## src/rtl/flm_pkg.sv

```systemverilog
// ----------------------------------------------------------------------------
// flm_pkg
// Shared types and constants of the TVD flux limiter pipeline.
// ----------------------------------------------------------------------------
`default_nettype none

package flm_pkg;

    // Width of the limiter output: unsigned Q2.16, 0 to 2.0
    localparam int PHI_W = 18;

    // APB data width
    localparam int CFG_DW = 32;

    // Limiter selection register codes
    typedef enum logic [1:0] {
        KIND_MINMOD   = 2'd0,
        KIND_SUPERBEE = 2'd1,
        KIND_VAN_LEER = 2'd2,
        KIND_CHAKRA   = 2'd3
    } t_kind;

    // Side information that travels with an item down the divider chain
    typedef struct packed {
        t_kind kind;
        logic  den_zero;  // denominator was zero
        logic  nonpos;    // ratio is zero or negative
        logic  sat;       // ratio is 2.0 or more
    } t_ctl;

endpackage

`default_nettype wire

```

## src/rtl/flm_prep.sv

```systemverilog
// ----------------------------------------------------------------------------
// flm_prep
// Operand front end: magnitudes and signs, then divisor select and flags.
// ----------------------------------------------------------------------------
`default_nettype none

module flm_prep import flm_pkg::*; #(
    parameter int DATA_WIDTH = 32
) (
    input  wire logic                  i_clk,
    input  wire logic                  i_rst_n,
    input  wire logic                  i_valid,
    input  wire t_kind                 i_kind,
    input  wire logic [DATA_WIDTH-1:0] i_num,
    input  wire logic [DATA_WIDTH-1:0] i_den,
    output logic                       o_valid,
    output t_ctl                       o_ctl,
    output logic [DATA_WIDTH+1:0]      o_rem,
    output logic [DATA_WIDTH+1:0]      o_dv
);

    localparam int DW = DATA_WIDTH;

    // stage A: magnitudes
    logic          r_a_vld;
    t_kind         r_a_kind;
    logic [DW-1:0] r_a_mag_n;
    logic [DW-1:0] r_a_mag_d;
    logic          r_a_neg_n;
    logic          r_a_neg_d;
    logic [DW-1:0] n_mag_n;
    logic [DW-1:0] n_mag_d;

    // stage B: divisor and flags
    logic [DW:0]   n_sum;
    logic [DW:0]   n_den;
    t_ctl          n_ctl;
    logic          r_b_vld;
    t_ctl          r_b_ctl;
    logic [DW+1:0] r_b_rem;
    logic [DW+1:0] r_b_dv;

    always_comb begin
        n_mag_n = i_num[DW-1] ? DW'(~i_num + 1'b1) : i_num;
        n_mag_d = i_den[DW-1] ? DW'(~i_den + 1'b1) : i_den;
    end

    always_ff @(posedge i_clk) begin
        if (!i_rst_n) begin
            r_a_vld <= 1'b0;
        end else begin
            r_a_vld <= i_valid;
        end
        r_a_kind  <= i_kind;
        r_a_mag_n <= n_mag_n;
        r_a_mag_d <= n_mag_d;
        r_a_neg_n <= i_num[DW-1];
        r_a_neg_d <= i_den[DW-1];
    end

    // Van Leer divides |n| by |n|+|d|; the others divide |n| by |d|.
    always_comb begin
        n_sum        = {1'b0, r_a_mag_n} + {1'b0, r_a_mag_d};
        n_den        = (r_a_kind == KIND_VAN_LEER) ? n_sum : {1'b0, r_a_mag_d};
        n_ctl.kind     = r_a_kind;
        n_ctl.den_zero = (r_a_mag_d == '0);
        n_ctl.nonpos   = (r_a_mag_n == '0) || (r_a_neg_n != r_a_neg_d);
        n_ctl.sat      = ({1'b0, r_a_mag_n} >= {r_a_mag_d, 1'b0});
    end

    always_ff @(posedge i_clk) begin
        if (!i_rst_n) begin
            r_b_vld <= 1'b0;
        end else begin
            r_b_vld <= r_a_vld;
        end
        r_b_ctl <= n_ctl;
        r_b_rem <= {2'b00, r_a_mag_n};
        r_b_dv  <= {n_den, 1'b0};
    end

    assign o_valid = r_b_vld;
    assign o_ctl   = r_b_ctl;
    assign o_rem   = r_b_rem;
    assign o_dv    = r_b_dv;

endmodule

`default_nettype wire

```

## src/rtl/flm_cell.sv

```systemverilog
// ----------------------------------------------------------------------------
// flm_cell
// One restoring-division cell: shift, compare, subtract, one quotient bit.
// ----------------------------------------------------------------------------
`default_nettype none

module flm_cell import flm_pkg::*; #(
    parameter int RW = 34,
    parameter int QW = 18
) (
    input  wire logic          i_clk,
    input  wire logic          i_rst_n,
    input  wire logic          i_valid,
    input  wire t_ctl          i_ctl,
    input  wire logic [RW-1:0] i_rem,
    input  wire logic [RW-1:0] i_dv,
    input  wire logic [QW-1:0] i_q,
    output logic               o_valid,
    output t_ctl               o_ctl,
    output logic [RW-1:0]      o_rem,
    output logic [RW-1:0]      o_dv,
    output logic [QW-1:0]      o_q
);

    logic [RW:0]   n_shift;
    logic [RW:0]   n_diff;
    logic          n_bit;
    logic [RW-1:0] n_rem;

    logic          r_vld;
    t_ctl          r_ctl;
    logic [RW-1:0] r_rem;
    logic [RW-1:0] r_dv;
    logic [QW-1:0] r_q;

    always_comb begin
        n_shift = {i_rem, 1'b0};
        n_diff  = n_shift - {1'b0, i_dv};
        n_bit   = (n_shift >= {1'b0, i_dv});
        n_rem   = n_bit ? n_diff[RW-1:0] : n_shift[RW-1:0];
    end

    always_ff @(posedge i_clk) begin
        if (!i_rst_n) begin
            r_vld <= 1'b0;
        end else begin
            r_vld <= i_valid;
        end
        r_ctl <= i_ctl;
        r_rem <= n_rem;
        r_dv  <= i_dv;
        r_q   <= {i_q[QW-2:0], n_bit};
    end

    assign o_valid = r_vld;
    assign o_ctl   = r_ctl;
    assign o_rem   = r_rem;
    assign o_dv    = r_dv;
    assign o_q     = r_q;

endmodule

`default_nettype wire

```

## src/rtl/flm_limit.sv

```systemverilog
// ----------------------------------------------------------------------------
// flm_limit
// Limiter select on the finished quotient, and the output register.
// ----------------------------------------------------------------------------
`default_nettype none

module flm_limit import flm_pkg::*; #(
    parameter int FRAC_BITS = 16
) (
    input  wire logic                 i_clk,
    input  wire logic                 i_rst_n,
    input  wire logic                 i_valid,
    input  wire t_ctl                 i_ctl,
    input  wire logic [FRAC_BITS+1:0] i_q,
    output logic                      o_done,
    output logic [PHI_W-1:0]          o_phi,
    output logic                      o_den_was_zero
);

    localparam int R2W = FRAC_BITS + 3;
    localparam int XW  = (R2W > PHI_W) ? R2W : PHI_W;

    logic [XW-1:0] c_one;
    logic [XW-1:0] c_two;
    logic [XW-1:0] c_four;
    logic [XW-1:0] n_r2;
    logic [XW-1:0] n_r1;
    logic [XW-1:0] n_lo;
    logic [XW-1:0] n_hi;
    logic [XW-1:0] n_phi;

    logic             r_done;
    logic [PHI_W-1:0] r_phi;
    logic             r_zero;

    always_comb begin
        c_one  = XW'(1) << FRAC_BITS;
        c_two  = XW'(2) << FRAC_BITS;
        c_four = XW'(4) << FRAC_BITS;
        // r with one extra fraction bit, saturated at 2.0
        n_r2   = i_ctl.sat ? c_four : XW'(i_q);
        n_r1   = n_r2 >> 1;
        n_lo   = (n_r2 < c_one) ? n_r2 : c_one;
        n_hi   = (n_r1 < c_two) ? n_r1 : c_two;
        case (i_ctl.kind)
            KIND_MINMOD:   n_phi = (n_r1 < c_one) ? n_r1 : c_one;
            KIND_SUPERBEE: n_phi = (n_lo > n_hi) ? n_lo : n_hi;
            KIND_VAN_LEER: n_phi = XW'(i_q);
            KIND_CHAKRA:   n_phi = n_hi;
            default:       n_phi = '0;
        endcase
        if (i_ctl.den_zero || i_ctl.nonpos) begin
            n_phi = '0;
        end
    end

    always_ff @(posedge i_clk) begin
        if (!i_rst_n) begin
            r_done <= 1'b0;
        end else begin
            r_done <= i_valid;
        end
        r_phi  <= n_phi[PHI_W-1:0];
        r_zero <= i_ctl.den_zero;
    end

    assign o_done         = r_done;
    assign o_phi          = r_phi;
    assign o_den_was_zero = r_zero;

endmodule

`default_nettype wire

```

## src/rtl/flux_limiter_function.sv

```systemverilog
// ----------------------------------------------------------------------------
// flux_limiter_function
// TVD flux limiter phi(r), r = numerator / denominator, four selectable kinds.
// ----------------------------------------------------------------------------
// Usage: pulse start with a numerator and denominator pair (signed,
// same fixed-point scale). busy never rises, so an item can be issued in
// every cycle. Each item returns exactly one result, shown on o_phi and
// o_den_was_zero for one cycle while o_done is high; results come back in
// issue order and cannot be stalled. The pipeline is the divider chain:
// one restoring-division cell per quotient bit (FRAC_BITS+2 cells), plus
// two operand stages in front and the limiter register behind.
// limiter_kind (APB offset 0x0) selects minmod, superbee, van Leer or
// chakravarthy; write it only while no item is in flight.
// ----------------------------------------------------------------------------
`default_nettype none

module flux_limiter_function import flm_pkg::*; #(
    parameter int FRAC_BITS  = 16,
    parameter int DATA_WIDTH = 32
) (
    input  wire logic                         i_clk,
    input  wire logic                         i_rst_n,
    // item channel
    input  wire logic                         start,
    output logic                              busy,
    input  wire logic signed [DATA_WIDTH-1:0] i_numerator,
    input  wire logic signed [DATA_WIDTH-1:0] i_denominator,
    // result channel
    output logic                              o_done,
    output logic [PHI_W-1:0]                  o_phi,
    output logic                              o_den_was_zero,
    // configuration port
    input  wire logic                         psel,
    input  wire logic                         penable,
    input  wire logic                         pwrite,
    input  wire logic [2:0]                   paddr,
    input  wire logic [CFG_DW-1:0]            pwdata,
    output logic [CFG_DW-1:0]                 prdata,
    output logic                              pready
);

    localparam int RW = DATA_WIDTH + 2;   // remainder / divisor width
    localparam int QW = FRAC_BITS + 2;    // quotient width
    localparam int NC = FRAC_BITS + 2;    // one cell per quotient bit

    // ------------------------------------------------------------------
    // Configuration: one register, decoded on the word index only
    // ------------------------------------------------------------------
    t_kind r_kind;
    logic  n_cfg_wr;

    assign pready   = 1'b1;
    assign n_cfg_wr = psel && penable && pwrite && pready && !paddr[2];

    always_ff @(posedge i_clk) begin
        if (!i_rst_n) begin
            r_kind <= KIND_MINMOD;
        end else if (n_cfg_wr) begin
            r_kind <= t_kind'(pwdata[1:0]);
        end
    end

    assign prdata = paddr[2] ? '0 : {{(CFG_DW-2){1'b0}}, r_kind};

    // Fully pipelined: take an item every cycle
    assign busy = 1'b0;

    // ------------------------------------------------------------------
    // Operand front end
    // ------------------------------------------------------------------
    logic          s_vld [0:NC];
    t_ctl          s_ctl [0:NC];
    logic [RW-1:0] s_rem [0:NC];
    logic [RW-1:0] s_dv  [0:NC];
    logic [QW-1:0] s_q   [0:NC];

    flm_prep #(
        .DATA_WIDTH (DATA_WIDTH)
    ) u_prep (
        .i_clk   (i_clk),
        .i_rst_n (i_rst_n),
        .i_valid (start && !busy),
        .i_kind  (r_kind),
        .i_num   (i_numerator),
        .i_den   (i_denominator),
        .o_valid (s_vld[0]),
        .o_ctl   (s_ctl[0]),
        .o_rem   (s_rem[0]),
        .o_dv    (s_dv[0])
    );

    assign s_q[0] = '0;

    // ------------------------------------------------------------------
    // Divider chain: each cell resolves one quotient bit, MSB first
    // ------------------------------------------------------------------
    for (genvar g = 0; g < NC; g++) begin : g_cell
        flm_cell #(
            .RW (RW),
            .QW (QW)
        ) u_cell (
            .i_clk   (i_clk),
            .i_rst_n (i_rst_n),
            .i_valid (s_vld[g]),
            .i_ctl   (s_ctl[g]),
            .i_rem   (s_rem[g]),
            .i_dv    (s_dv[g]),
            .i_q     (s_q[g]),
            .o_valid (s_vld[g+1]),
            .o_ctl   (s_ctl[g+1]),
            .o_rem   (s_rem[g+1]),
            .o_dv    (s_dv[g+1]),
            .o_q     (s_q[g+1])
        );
    end

    // ------------------------------------------------------------------
    // Limiter select and output register
    // ------------------------------------------------------------------
    flm_limit #(
        .FRAC_BITS (FRAC_BITS)
    ) u_limit (
        .i_clk          (i_clk),
        .i_rst_n        (i_rst_n),
        .i_valid        (s_vld[NC]),
        .i_ctl          (s_ctl[NC]),
        .i_q            (s_q[NC]),
        .o_done         (o_done),
        .o_phi          (o_phi),
        .o_den_was_zero (o_den_was_zero)
    );

    // Final remainder is not needed
    logic n_unused_rem;
    assign n_unused_rem = ^s_rem[NC];

endmodule

`default_nettype wire

```

## config.mk

```make
export PLATFORM = sky130hd
export DESIGN_NAME = flux_limiter_function
export DESIGN_NICKNAME = d
export VERILOG_FILES = /design/src/rtl/flm_pkg.sv /design/src/rtl/flm_prep.sv /design/src/rtl/flm_cell.sv /design/src/rtl/flm_limit.sv /design/src/rtl/flux_limiter_function.sv
export SDC_FILE = /design/constraint.sdc
export NUM_CORES = 2
export LEC_CHECK = 0
export ABC_AREA = 1
export BUFFER_PORTS_ARGS = -buffer_cell sky130_fd_sc_hd__buf_2
export CORE_MARGIN = 2
export CORE_UTILIZATION = 56
export DETAILED_ROUTE_END_ITERATION = 8
export HOLD_SLACK_MARGIN = 0.1
export PLACE_DENSITY = 0.72
export SYNTH_ARGS = -nofsm -noshare
export SYNTH_HDL_FRONTEND = slang
export SYNTH_SLANG_ARGS = --single-unit
```

## constraint.sdc

```tcl
create_clock -name i_clk -period 5.36 [get_ports i_clk]
set_input_delay 0.536 -clock i_clk [delete_from_list [all_inputs] [get_ports i_clk]]
set_output_delay 0.536 -clock i_clk [all_outputs]
set_load 0.01 [all_outputs]
```

### Yosys cells after proc, flatten, opt, wreduce, memory -nomap -nowiden

Cells that the tools add are included.

* register bits: 1580
* bits of input ports: 105

* mux-type cells: 27
* reductions and logical operators: 9
* bitwise operators: 2
* equality and inequality tests: 5
* order comparisons: 23
* $add $sub $neg: 20

Operators by type and width (number)
* $ge A35 B34 Y1: 17
* $mux W34: 16
* $sub A34 B34 Y34: 16
* $pmux W18 S4: 1
* $add A32 B1 Y32 const B: 2
* $logic_not A32 Y1: 2
* $not A32 Y32: 2
* $mux W31: 2
* $mux W18: 3
* $mux W19: 2
* $ge A33 B34 Y1: 1
* $sub A33 B34 Y34: 1
* $add A32 B32 Y33: 1
* $ge A32 B33 Y1: 1
* $mux W33: 1
* $mux W32: 1
* $gt A19 B18 Y1: 1
* $lt A19 B17 Y1 const B: 1
* $lt A18 B17 Y1 const B: 1
* $lt A18 B18 Y1 const B: 1
* $eq A2 B2 Y1 const B: 3
* $logic_and A1 B1 Y1: 3
* $eq A2 B1 Y1 const B: 1
* $logic_not A2 Y1: 1
* 4 further kinds: 5

### Depth between registers and ports, before layout

* word-level depth: 6
* mapped depth: 21
* mapped depth without buffers: 18

### Hierarchy

From an unflattened synthesis, not the netlist that was laid out.

* cells, all modules: 15033
* area, all modules: 99076.3 um^2

Modules (own cells, without submodules)
* flm_cell: cells an instance 743, area an instance 4902.2 um^2, instances 18
* flm_prep: cells an instance 1289, area an instance 8530.7 um^2, instances 1
* flm_limit: cells an instance 313, area an instance 1931.9 um^2, instances 1
* flux_limiter_function: cells an instance 57, area an instance 374.1 um^2, instances 1

### Worst setup path before layout

Ideal clock, no wire load.

* path kind: reg-to-reg
* start: register g_cell[17].u_cell.r_ctl, in the netlist g_cell[17].u_cell.o_ctl[0]
* end: register u_limit.r_phi[10], in the netlist u_limit.o_phi[10]
* path slack: 2927 ps
* arrival: 2320 ps
* data required time: 5247 ps
* buffers on the path: 3
* setup time: 113 ps
* cell stages (with the launch flop): 22
* cells stage by stage: dfxtp_1 -> buf_4 -> nor2_1 -> nand2_1 -> buf_2 -> nor2_1 -> ha_1 -> nand2_1 -> inv_1 -> nand2_1 -> nor2_1 -> nand2_1 -> nand2_1 -> nor2_1 -> nand2_2 -> nand2_2 -> buf_2 -> nand2_1 -> nand3_1 -> nand2_1 -> nand2_1 -> nand2_1

* cells in the longest elaborated chain, start to end: 6
* elaborated cells on any way between the ends: 10

Ends and longest elaborated chain
* start: declaration: RTL line flm_cell.sv:31 `t_ctl r_ctl;`
* start signal: assignment: RTL line flm_cell.sv:49 `r_ctl <= i_ctl;`
* $mux W19 (*): RTL line flm_limit.sv:41 `n_r2 = i_ctl.sat ? c_four : XW'(i_q);`
* $lt A19 B17 Y1 or $lt A18 B18 Y1 (tied branches): RTL line flm_limit.sv:43, flm_limit.sv:44
* $mux W19 or $mux W18 (tied branches): RTL line flm_limit.sv:43, flm_limit.sv:44
* $gt A19 B18 Y1: RTL line flm_limit.sv:47 `KIND_SUPERBEE: n_phi = (n_lo > n_hi) ? n_lo : n_hi;`
* $mux W18: RTL line flm_limit.sv:47
* $pmux W18 S4 (*): RTL line flm_limit.sv:45 `case (i_ctl.kind)`
* end signal: assignment: RTL line flm_limit.sv:63 `r_phi <= n_phi[PHI_W-1:0];`
* end: declaration: RTL line flm_limit.sv:33 `logic [PHI_W-1:0] r_phi;`

Every way passes the cells marked *; elsewhere a longest branch is shown, timed or not.
A chain may end at the register's enable or synchronous reset.

### Final worst setup path

* start: register g_cell[17].u_cell.r_ctl, in the netlist g_cell[17].u_cell.o_ctl[0]
* end: register u_limit.r_phi[3], in the netlist u_limit.o_phi[3]

The elaborated chain is that of the path after synthesis.

==> flow_metrics.tcl <==
set metrics [dict create \
    min_from "i_numerator[6]" \
    cts_tree "yes" \
    cp.arrival_ps 3980 \
    worstPathCellList "buf_4, nor2_1, nand2_1, nor2_1, ha_1, nand2_1, inv_1, nand2_1, nand2_1, nand2_1, nand2_1, nor2_1, nand2_2, nand2_2, nand2_1, nand3_1, nand2_1, nand2_1, nand2_1" \
    syn_to_final_growth_pct 9.989 \
    min_period_over_period 0.6129 \
    dr.pass1.iters 8 \
    cts_sinks 1563 \
    cpPeakStageDelay_ps 430 \
    wl_um 269500 \
    critical_path.max_fanout 19 \
    worstSetupPathType "flip-flop to flip-flop" \
    fin_setup_tns_ps 0 \
    ir_drop_v 0.0004927 \
    grt_max_degree 38 \
    max_slew_margin 0.07302 \
    yosysSeqAreaShare 0.3712 \
    drt-initial-drc-count 7788 \
    clk_pin_slew_ps 60 \
    layout.nets 13070 \
    portBuffers 94 \
    dieArea_mm2 0.1537 \
    syn_avg_cell_area_um2 6.963 \
    reg2reg_from "g_cell[17].u_cell.o_ctl[0]" \
    rows 142 \
    wl_per_cell_um 18.68 \
    power-per-cell-area_mw_per_mm2 715.0 \
    remaining_drc_errors 0 \
    synth_largest_area_cell "dfxtp_1" \
    antenna_found_initial 8 \
    drive_gt1_frac 0.04739 \
    status "finished, final reports clean" \
    gp_congestion 1.038 \
    ys.flop_type "dfxtp_1" \
    hold_viol_final 0 \
    numCtsBuffers 162 \
    path_buf_inv 2 \
    synth_warnings 0 \
    clockBufferDepth 3 \
    finalClockSkew_ps 57.87 \
    grtUsageTotal 0.3413 \
    core_mm2 0.1496 \
    hold_path.class "primary input to flip-flop" \
    ant_nets 0 \
    cts_max_level 4 \
    slowest_stage "nand2_2" \
    place_hpwl_um 214100 \
    multi_input_area_mm2 0.04535 \
    cts-root-buf "clkbuf_16" \
    max_freq_mhz 304.4 \
    required_ps 6060 \
    rsz0062_at_grt "no" \
    die_h_um 392.0 \
    fin_crit_ps 3285 \
    synth_top_area_share 0.3712 \
    maxCapViolations 0 \
    setup_viol 0 \
    syn_inst 12110 \
    whs_ps 183.7 \
    crit_top_cell "nand2_1" \
    crit_start "g_cell[17].u_cell.o_ctl[0]" \
    grt_pass1_vias 72650 \
    vias 79010 \
    syn_area_mm2 0.08430 \
    slew_violations 0 \
    num-fill-cells 14120 \
    initial_core_util 0.5635 \
    clk-insertion-delay-late_ps 830 \
    regArea_mm2 0.03129 \
    grt_pass1_wl_um 410500 \
    die_w_um 392.0 \
    crit_family "simple AND/OR/NAND/NOR gates" \
    worst_pin_slew_ps 1378 \
    yosys-top-cells-area "dfxtp_1 37%, nand2_1 17%, ha_1 10%, inv_1 7.4%, nand3_1 6.8%" \
    start_kind "flip-flop" \
    synth_seq_cells 1563 \
    io_pins 159 \
    postCtsSetupRepairBufs 0 \
    synth_edf_count 0 \
    endpoint_kind "flip-flop" \
    async_reset_ff_frac 0 \
    grt_overflow 0 \
    vias_per_cell 5.477 \
    p_leak_nw 48.44 \
    ys_types 55 \
]
path summary, 6_finish.rpt:
| path | to | slack [ps] | cells past startpoint |
|---|---|---|---|
| worst max-delay path | u_limit.o_phi[3] | 2070 | 19 |
| worst min-delay path | u_prep.r_a_mag_n[6] | 180 | 3 |
| worst max register to register | u_limit.o_phi[3] | 2070 | 19 |
| worst min register to register | g_cell[7].u_cell.o_q[4] | 290 | 0 |
placed cells by master (no fill, tap or decap), types with 37 or more instances in the layout:
cell / n
o21bai_1: 37
inv_1: 1668
buf_2: 94
dlygate4sd3_1: 69
clkbuf_16: 162
nand2_2: 51
nand4_1: 124
nor4_1: 44
nand2_1: 3770
xor2_1: 284
dfxtp_1: 1563
o21ai_0: 403
nor3_1: 118
nor2_1: 936
a21oi_1: 746
ha_1: 674
nand3_1: 1138
through the flow:
stage	setup slack, ps	cells	instance area (um2)	power [mW]	util
finish	2075	14430	92720	66.29	0.6198
global route	1569	14420	92710	71.33	0.6197
CTS	1968	14420	92710	65.48	0.6197
detailed placement	2022	14050	86090	53.00	0.5755
global placement	2008	14050	86090	52.48	0.5755
floorplan	2927	12140	84410	43.30	-
repair_timing:
action,CTS,global route
hold endpoints to repair,64,0
gates resized for setup,0,0
hold buffers,69,0
metal layers:
| metal | wire [um] | up-vias | share of wire | GRT usage |
|---|---|---|---|---|
| met2 | 113500 | 3423 | 0.42 | 0.5173 |
| li1 | - | 38950 | - | - |
| met4 | 10390 | 6 | 0.039 | 0.1256 |
| met3 | 24730 | 546 | 0.092 | 0.06049 |
| met1 | 120800 | 36080 | 0.45 | 0.4831 |
| met5 | 35 | - | 0.00013 | 0 |
area by class of cell:
class                   count  area share
flip-flops and latches   1563      0.3375
clock inverters            91     0.01584
well taps                2016     0.02721
clock buffers             209     0.04811
multi-input cells        8682      0.4891
diodes                      3  0.00008097
inverters                1678     0.06793
repair buffers            184     0.01422
cells in the mapped netlist, types with 34 or more instances:
cell type  instances
nor3_1           118
dfxtp_1         1563
nor4_1            44
o21bai_1          37
inv_1           1668
xor2_1           284
xnor2_1           34
nand2_2           51
nor2_1           937
nand2_1         3770
ha_1             674
o21ai_0          403
buf_6             54
buf_4             46
a21oi_1          746
nand4_1          124
buf_2             91
nand3_1         1138
tightest hold or removal path: stages:
cell	delay, ps
buf_2	110
inv_1	180
xor2_1	100
cells by family (layout without fill, tap and decap cells):
logic type | count (synthesis) | count (layout) | share of synthesized area
XOR/XNOR | 318 | 318 | 0.03304
flip-flops | 1563 | 1563 | 0.3712
other | 2 | 35 | 0.00008909
AO/OA/AOI/OAI | 1326 | 1326 | 0.08468
buffers and inverters | 1892 | 2162 | 0.09245
AND/OR/NAND/NOR | 6314 | 6314 | 0.3142
adder cells (fa/ha/maj) | 692 | 692 | 0.1043
registers in the layout, summed over array words and instances (netlist names):
name / count
g_cell.u_cell.o_dv: 561
g_cell.u_cell.o_rem: 561
g_cell.u_cell.o_q: 171
g_cell.u_cell.o_ctl: 90
u_prep.o_dv: 33
u_prep.o_rem: 32
u_prep.r_a_mag_d: 32
u_prep.r_a_mag_n: 32
g_cell.u_cell.o_valid: 18
u_limit.o_phi: 18
u_prep.o_ctl: 5
r_kind: 2
u_prep.r_a_kind: 2
u_limit.o_den_was_zero: 1
u_limit.o_done: 1
u_prep.o_valid: 1
u_prep.r_a_neg_d: 1
u_prep.r_a_neg_n: 1
u_prep.r_a_vld: 1
where the power goes:
| part | internal [mW] | switching (mW) |
|---|---|---|
| registers | 15.5 | 2.89 |
| clock network | 7.05 | 5.10 |
| logic | 11.5 | 24.3 |
Power figures use the tool's default switching activity.
